## config.mk

```make
export PLATFORM = sky130hd
export DESIGN_NAME = cwmf_ram
export DESIGN_NICKNAME = d
export VERILOG_FILES = /design/src/hw/rtl/cwmf_ram.sv
export SDC_FILE = /design/constraint.sdc
export NUM_CORES = 2
export LEC_CHECK = 0
export BUFFER_PORTS_ARGS = -buffer_cell sky130_fd_sc_hd__buf_2
export CORE_UTILIZATION = 40
export DETAILED_ROUTE_END_ITERATION = 10
export MAX_ROUTING_LAYER = met4
export SLEW_MARGIN = 20
export SYNTH_ARGS = -nofsm -noshare
export SYNTH_HDL_FRONTEND = slang
export SYNTH_SLANG_ARGS = --single-unit
```

## constraint.sdc

```tcl
create_clock -name clock -period 3.1 [get_ports clock]
set_input_delay 0.31 -clock clock [delete_from_list [all_inputs] [get_ports clock]]
set_output_delay 0.31 -clock clock [all_outputs]
set_load 0.02 [all_outputs]
```

## src/hw/rtl/cwmf_ram.sv

```systemverilog
// Generic single-port RAM with registered read.
// No dependencies.
module cwmf_ram #(
   parameter int WIDTH = 8,
   parameter int DEPTH = 256
) (
   input  logic                     clock,
   input  logic                     wr_en,
   input  logic [$clog2(DEPTH)-1:0] addr,
   input  logic [WIDTH-1:0]         wr_data,
   output logic [WIDTH-1:0]         rd_data
);
   logic [WIDTH-1:0] mem [DEPTH];

   always_ff @(posedge clock) begin
      if (wr_en) begin
         mem[addr] <= wr_data;
      end
      rd_data <= mem[addr];
   end
endmodule

```

==> metrics.cfg <==
[worst_hold_path]
whs_endpoint = mem[81][5]$_DFFE_PP_
holdPathStages = 1
min_from = wr_data[5]
hp-class = in -> reg

[logic_synthesis]
avgSynthCellArea_sq_um = 22.1
synthTopCellsByCount = edfxtp_1 (2048), mux4_2 (512), a22oi_1 (256)
synthArstFlopShare = 0
synth-edff-count = 2048
yosysWarnings = 0
ys_seq_area_frac = 0.786
synthCells = 3547
yosys.area.top_type_share = 0.783
synth.area.top_cells = edfxtp_1 (78%), mux4_2 (15%), a22oi_1 (2.4%), nor2_1 (1.1%), a21oi_1 (0.82%)
synth-seq-cells = 2056
syn-num-nets = 3565
synth_area_sq_um = 78500
yosysUniqueCellTypes = 22
synth.most_common_cell = edfxtp_1
ys.flop_type = edfxtp_1
yosysTopAreaCell = edfxtp_1

[clock_network]
worstSkewPairLatency_ns = 0.82
cts_max_path_buffers = 3
tritoncts = yes
postCtsSetupBuffers = 0
path_clk_slew_ns = 0.06
cts_sinks = 2056
cts-root-buf = clkbuf_16
post_cts_resized = 0
cts_buffers = 203
cts_hold_buf = 5
htreeDepth = 4

[timing]
rsz0062_at_grt = no
max_slew_margin = 0.201
layout_setup_ws_ns = 0.156
clock.fmax_mhz = 340
period_needed_ns = 2.94
tightest_slew_ns = 1.18
tns_ns = 0
fin_skew_ns = 0.0320
period_share = 0.950
setup_viol = 0
hold_violations = 0
final_max_slew_viol_count = 0

[setup_path]
rrSetupSlack_ns = 0.24
end_kind = register
worstSetupStartpointType = primary input
worst-path-max-fanout = 24
cp_data_required_time_ns = 3.79
arrival_ns = 3.64
r2r_cells = 6
reg2reg_from = mem[51][3]$_DFFE_PP_
crit_type = in -> reg
rr_endpoint = rd_data[3]$_DFF_P_

[floorplan]
ioPinCount = 26
rows = 162
die_y_microns = 445
core_sq_um = 195000
initial_utilization = 0.403
dieWidth_microns = 445
die_area_sq_um = 198000

[pwr]
seqPwrFrac = 0.538
pwr-share-clk = 0.413
p_per_area_nw_per_um2 = 620
leakagePower_nw = 28.9
swShare = 0.211
pwr-share-comb = 0.049
p_sw_w = 0.0121
intPower_w = 0.0450
ir_drop_v = 0.000603

[route]
first_pass_iters = 5
drt-initial-drc-count = 4260
vias = 38700
ant_nets = 0
drc = 0
wl_microns = 194000
wl_per_cell_microns = 28.2
avgViaCountPerCell = 5.63

[place]
post-dp-hpwl_microns = 122000
gp_congestion = 0.900
port_buffers = 25
dpl_cell_area_sq_um = 85700
place_ws_ns = -0.699

[grt]
grt_pass1_wl_microns = 281000
grt_pass1_vias = 39100
antenna_found_initial = 5
grt_max_degree = 126
grt-ovfl-total = 0
grt_usage = 0.202

[cells_and_area]
seq_area_sq_um = 61700
drive_above_1_share = 0.321
final_util = 0.472
multi_input_area_sq_um = 15800
syn_to_final_growth_pct = 17.3
stdcell_area_sq_um = 92100
n_fill_cell = 16000
nets = 4095

[status]
status = completed

[run]
maxCapViolCount = 0

metrics by stage:
step                hold slack [ns]  std cells  power [W]
global route                 0.0329       6866     0.0586
floorplan                     0.409       3547     0.0326
detailed placement            0.807       6491     0.0341
global placement              0.790       6489     0.0341
CTS                         0.00848       6866     0.0575
finish                       0.0274       6868     0.0571
per-layer routing:
metal,vias up,routed length (microns),GRT usage
li1,16100,-,-
met1,20800,82400,0.282
met2,1442,93200,0.311
met3,288,13700,0.0314
met4,0,4450,0.0530
met5,-,0,-
power by group through the flow:
stage	combinational [W]	clock, W	sequential [W]
2_1_floorplan	0.00136	0	0.0313
3_3_place_gp	0.00280	0	0.0313
3_5_place_dp	0.00283	0	0.0313
4_1_cts	0.00285	0.0240	0.0307
5_1_grt	0.00297	0.0250	0.0307
6_report	0.00281	0.0236	0.0307
worst max path at each step:
stage / start / end / slack (ns) / cells after the start
3_3_place_gp: addr[0] / rd_data[0]$_DFF_P_ / -0.98 / 9
3_5_place_dp: addr[0] / rd_data[3]$_DFF_P_ / -0.70 / 9
2_1_floorplan: addr[1] / mem[111][0]$_DFFE_PP_ / 0.57 / 9
6_report: addr[0] / rd_data[3]$_DFF_P_ / 0.16 / 9
5_1_grt: addr[0] / rd_data[3]$_DFF_P_ / 0.12 / 9
4_1_cts: addr[0] / rd_data[3]$_DFF_P_ / 0.18 / 9
final cells by class:
| type | instances | share of cell area |
|---|---|---|
| Antenna cell | 2 | 0.0000543 |
| Timing Repair Buffer | 557 | 0.0546 |
| Tap cell | 2624 | 0.0356 |
| Multi-Input combinational cell | 1258 | 0.172 |
| Clock buffer | 249 | 0.0575 |
| Sequential cell | 2056 | 0.670 |
| Inverter | 1 | 0.0000408 |
| Clock inverter | 121 | 0.0109 |
flip-flops by register name, summed over array words and instances, names as in the netlist:
register  cells
rd_data       8
mem        2048
worst max-delay path, cell delays in order:
cell and delay (ns):
buf_8 0.23, buf_12 0.27, buf_4 0.36, mux4_2 0.55
a22oi_1 0.22, a21oi_1 0.16, o41ai_1 1.08, buf_4 0.29
nand4_1 0.09
cell families after synthesis:
logic type / Yosys count / synth area share
simple gates: 330 / 0.0173
mux: 512 / 0.147
buf+inv: 233 / 0.0140
compound gates: 416 / 0.0362
flops: 2056 / 0.786
placed cells by master (no fill, tap or decap), types with 15 or more instances in the layout:
cell       instances
a22oi_1          256
buf_4            461
clkbuf_16        205
a21oi_1          128
buf_2             17
o41ai_1           25
nor2_1           231
mux4_2           512
buf_12            64
clkinv_1          45
bufinv_16         15
nand2_1           28
clkbuf_1          44
nor3_1            30
clkinv_2          47
edfxtp_1        2048
No activity file was read; power rests on OpenSTA's default activity.
