File: config.mk
export PLATFORM = sky130hd
export DESIGN_NAME = cwmf_sorter
export DESIGN_NICKNAME = d
export VERILOG_FILES = /design/src/hw/rtl/cwmf_sorter.sv
export SDC_FILE = /design/constraint.sdc
export NUM_CORES = 1
export LEC_CHECK = 0
export ABC_AREA = 1
export ABC_CLOCK_PERIOD_IN_PS = 5400
export BUFFER_PORTS_ARGS = -buffer_cell sky130_fd_sc_hd__buf_2
export CORE_MARGIN = 4
export CORE_UTILIZATION = 23
export DETAILED_ROUTE_END_ITERATION = 8
export GPL_TIMING_DRIVEN = 0
export HOLD_SLACK_MARGIN = 0.1
export PLACE_DENSITY_LB_ADDON = 0.05
export SYNTH_ARGS = -nofsm -noshare
export SYNTH_HDL_FRONTEND = slang
export SYNTH_SLANG_ARGS = --single-unit
File: constraint.sdc
create_clock -name clock -period 5.4 [get_ports clock]
set_input_delay 0.81 -clock clock [delete_from_list [all_inputs] [get_ports clock]]
set_output_delay 0.81 -clock clock [all_outputs]
set_load 0.05 [all_outputs]
File: src/hw/rtl/cwmf_sorter.sv
// Insertion sorter: a row of cells that keeps pixels in ascending order.
// No dependencies; cwmf_pkg is not imported.
module cwmf_sorter #(
   parameter int DEPTH = 49
) (
   input  logic                     clock,
   input  logic                     clear,
   input  logic                     insert,
   input  logic [7:0]               value,
   input  logic [$clog2(DEPTH)-1:0] pick,
   output logic [7:0]               picked
);
   logic [7:0] cell_ff [DEPTH];
   logic [7:0] cell_in [DEPTH];
   logic [DEPTH-1:0] used_ff, used_in;
   logic [DEPTH-1:0] big;

   always_comb begin
      for (int i = 0; i < DEPTH; i++) begin
         big[i] = !used_ff[i] || (cell_ff[i] > value);
      end
      for (int i = 0; i < DEPTH; i++) begin
         cell_in[i] = cell_ff[i];
         if (big[i]) begin
            if (i == 0) begin
               cell_in[i] = value;
            end else if (big[i-1]) begin
               cell_in[i] = cell_ff[i-1];
            end else begin
               cell_in[i] = value;
            end
         end
      end
      used_in = {used_ff[DEPTH-2:0], 1'b1};
   end

   always_ff @(posedge clock) begin
      if (clear) begin
         used_ff <= '0;
      end else if (insert) begin
         used_ff <= used_in;
      end
      if (insert) begin
         for (int i = 0; i < DEPTH; i++) begin
            cell_ff[i] <= cell_in[i];
         end
      end
   end

   assign picked = cell_ff[pick];
endmodule

==> flow_summary.json <==
{
  "slew-limit-headroom": -0.00841,
  "synth.top_cells.by_area": "sky130_fd_sc_hd__edfxtp_1 38%, sky130_fd_sc_hd__nand2_1 17%, sky130_fd_sc_hd__ha_1 16%, sky130_fd_sc_hd__nand3_1 6.8%, sky130_fd_sc_hd__o21ai_0 5.5%",
  "post_cts.resized_instances": 0,
  "layout_commonest_cell": "sky130_fd_sc_hd__nand2_1",
  "boundaryPins": 25,
  "crit_path_max_incr_delay_ps": 660,
  "busiest_layer": "met2",
  "dp_hpwl_microns": 99600,
  "fp.dieH_microns": 373,
  "post_synth_inst_count": 3797,
  "timing.clock.skew_ps": 27.5,
  "via_per_inst": 4.72,
  "first_pass_grt_wire_length_microns": 194000,
  "hp-start": "used_ff[5]$_SDFFE_PP0P_",
  "yosysWarningCount": 0,
  "cts_sinks": 441,
  "antenna_found_initial": 6,
  "worst_ir_drop_vdd_mv": 0.186,
  "synth.avg_cell_area_sq_um": 8.06,
  "synth_seq_cells": 441,
  "synth_nets": 4206,
  "gp_congestion": 0.806,
  "final_nets": 4300,
  "vias": 26900,
  "total_standard_cell_area_after_synthesis_sq_um": 30600,
  "syn2layout_area_growth_pct": 15.4,
  "post_route_cells_drive_above_1_share": 0.0619,
  "power.leakage_uw": 0.0154,
  "initial_utilization": 0.232,
  "die_area_sq_um": 139000,
  "timing.critical_path.to_type": "output pin",
  "via_count_of_the_first_global_routing_pass": 26600,
  "totalWireLength_microns": 136000,
  "timing.critical_path.max_delay_family": "buffers and inverters",
  "synthDominantCellAreaShare": 0.385,
  "drc_errors": 0,
  "layout.cells.most_common_list": "1,384 x sky130_fd_sc_hd__nand2_1, 416 x sky130_fd_sc_hd__nand3_1, 392 x sky130_fd_sc_hd__ha_1, 392 x sky130_fd_sc_hd__edfxtp_1, 337 x sky130_fd_sc_hd__o21ai_0",
  "synth_sequential_area_ratio": 0.417,
  "arrival_time_reported_for_the_critical_path_endpoint_ps": 3600,
  "crit_path_cell_trace": "buf_2 > buf_2 > buf_1 > nand3_1 > a21oi_1 > o21ai_1 > nand2_1 > buf_2",
  "groute.layer.met1.usage": 0.274,
  "placed_cells_incl_taps": 5578,
  "first_pass_iters": 5,
  "dominant_combinational_cell_family_by_area_after_synthesis": "simple AND/OR/NAND/NOR gates",
  "drc_marker_count_from_the_first_detailed_route_iteration": 2008,
  "placed_cell_area_sq_um": 33100,
  "synth-xor-area-share": 0,
  "synth.mux.area_fraction": 0,
  "cp_slowest_cell": "sky130_fd_sc_hd__buf_1",
  "port_buffers": 18,
  "cts.htree.levels": 3,
  "grt_use_total": 0.191,
  "placeableCoreArea_sq_um": 132000,
  "path_buf_inv": 4,
  "die_w_microns": 373,
  "required_ps": 4590,
  "clock_transition_at_the_register_clock_pins_on_the_worst_setup_and_hold_paths_after_cts_ps": 60,
  "r2r-start": "cell_ff[0][3]$_DFFE_PP_",
  "finalSetupViolCount": 0,
  "setup_bufs_post_cts": 0,
  "failed_checks": "max-capacitance violations, max-slew violations",
  "gr-usage-met2": 0.301,
  "clock-root-buffer": "sky130_fd_sc_hd__clkbuf_16",
  "period_needed_ps": 4410,
  "critPathKind": "input pin to output pin",
  "tritoncts": "yes",
  "post-route-period-util": 0.816,
  "power_per_cell_area_nw_per_um2": 291,
  "grt_start_max_net_pins": 40,
  "worst_skew_pair.late_latency_ps": 630,
  "synth_compound_area_frac": 0.116,
  "placementRows": 133,
  "numCtsBuffers": 66,
  "ys_types": 21,
  "post_cts_hold_buffer_count": 0,
  "timing_worst_slew_pin_value_ps": 1510,
  "synth_adder_area_share": 0.160,
  "ant_nets": 0,
  "post_synth_and_or_nand_nor_area_fraction": 0.258,
  "layout.cells.non_filler": 5701,
  "drv_cap": 1,
  "worstSetupStartpoint": "pick[2]",
  "grt_remaining_overflow": 0,
  "cts_buffer_depth": 3,
  "start_kind": "input pin",
  "timing.hold.worst.class": "register to register",
  "setup_repair_after_global_routing_missed_its_margin": "no",
  "fmax_mhz": 227,
  "outcome": "finished, violations left",
  "slew_violations": 11,
  "critical-path-top-cell-by-count": "sky130_fd_sc_hd__buf_2",
  "finish.instance_area_sq_um": 35300,
  "global_route.usage.met3": 0.0263,
  "crit_path_max_fanout": 10,
  "synth_top_area_cell": "sky130_fd_sc_hd__edfxtp_1",
  "wl_per_cell_microns": 23.9,
  "report.final.hold_viol_count": 0
}
==> where the power goes <==
part           internal [uW]  switching, uW  leakage, uW
Combinational            511           1170       0.0101
Sequential              3940            212      0.00423
Clock                   2670           1770      0.00107
==> worst register-to-register path: cells and delay by family, from the launching register on <==
kind,cells,cell delay [ps]
AOI/OAI and AO/OA,2,1020
adders and majority gates,1,330
DFF,1,450
and+or+nand+nor,4,450
==> through the flow <==
| step | hold slack [ps] | power, uW | utilization | setup TNS [ps] | setup slack, ps |
|---|---|---|---|---|---|
| 4_1_cts | 474 | 10400 | 0.268 | 0 | 978 |
| 6_report | 479 | 10300 | 0.268 | 0 | 992 |
| 3_3_place_gp | 478 | 5900 | 0.249 | -1829710 | -2710 |
| 3_5_place_dp | 479 | 5920 | 0.251 | 0 | 827 |
| 5_1_grt | 503 | 10800 | 0.268 | 0 | 987 |
| 2_1_floorplan | 441 | 5170 | - | 0 | 1410 |
==> logic make-up (layout without fill, tap and decap cells) <==
family	after synthesis	in the layout
other	0	2
buffers and inverters	344	491
adder cells (fa/ha/maj)	392	392
flip-flops	441	441
AND/OR/NAND/NOR	1933	1933
AO/OA/AOI/OAI	687	687
==> worst paths after layout <==
check | endpoint | cells past startpoint | slack [ps]
setup / recovery | picked[5] | 8 | 990
hold / removal | used_ff[6]$_SDFFE_PP0P_ | 2 | 480
setup reg to reg | cell_ff[0][2]$_DFFE_PP_ | 7 | 2770
hold reg to reg | used_ff[6]$_SDFFE_PP0P_ | 2 | 480
==> synthesized netlist by cell type <==
| library cell | n |
|---|---|
| sky130_fd_sc_hd__inv_2 | 9 |
| sky130_fd_sc_hd__o21ai_1 | 14 |
| sky130_fd_sc_hd__o21a_1 | 38 |
| sky130_fd_sc_hd__nand4_1 | 47 |
| sky130_fd_sc_hd__o21ai_0 | 337 |
| sky130_fd_sc_hd__clkbuf_1 | 70 |
| sky130_fd_sc_hd__ha_1 | 392 |
| sky130_fd_sc_hd__buf_6 | 7 |
| sky130_fd_sc_hd__nand3_1 | 416 |
| sky130_fd_sc_hd__edfxtp_1 | 392 |
| sky130_fd_sc_hd__buf_4 | 17 |
| sky130_fd_sc_hd__a21oi_1 | 296 |
| sky130_fd_sc_hd__a211oi_1 | 1 |
| sky130_fd_sc_hd__inv_1 | 151 |
| sky130_fd_sc_hd__nand2_1 | 1384 |
| sky130_fd_sc_hd__nor2_1 | 86 |
| sky130_fd_sc_hd__buf_2 | 77 |
| sky130_fd_sc_hd__dfxtp_1 | 49 |
| sky130_fd_sc_hd__o21ai_2 | 1 |
| sky130_fd_sc_hd__inv_4 | 1 |
| sky130_fd_sc_hd__buf_1 | 12 |
==> final cells by class <==
type | instances | area (sq um)
Antenna cell | 2 | 5.00
Sequential cell | 441 | 12800
Clock buffer | 90 | 1920
Timing Repair Buffer | 26 | 313
Clock inverter | 31 | 243
Fill cell | 14400 | 96500
Buffer | 183 | 930
Tap cell | 1755 | 2200
Multi-Input combinational cell | 3012 | 16300
Inverter | 161 | 607
==> registers in the layout (all words and copies together), names as in the netlist <==
name     flops
cell_ff    392
used_ff     49
==> metal layers <==
layer | routed length (microns) | share of wire | up-vias
li1 | - | - | 13400
met4 | 3350 | 0.025 | 0
met2 | 60000 | 0.44 | 505
met1 | 67100 | 0.49 | 12900
met3 | 5840 | 0.043 | 144
met5 | 0 | 0 | -
(Power assumes the default switching activity.)
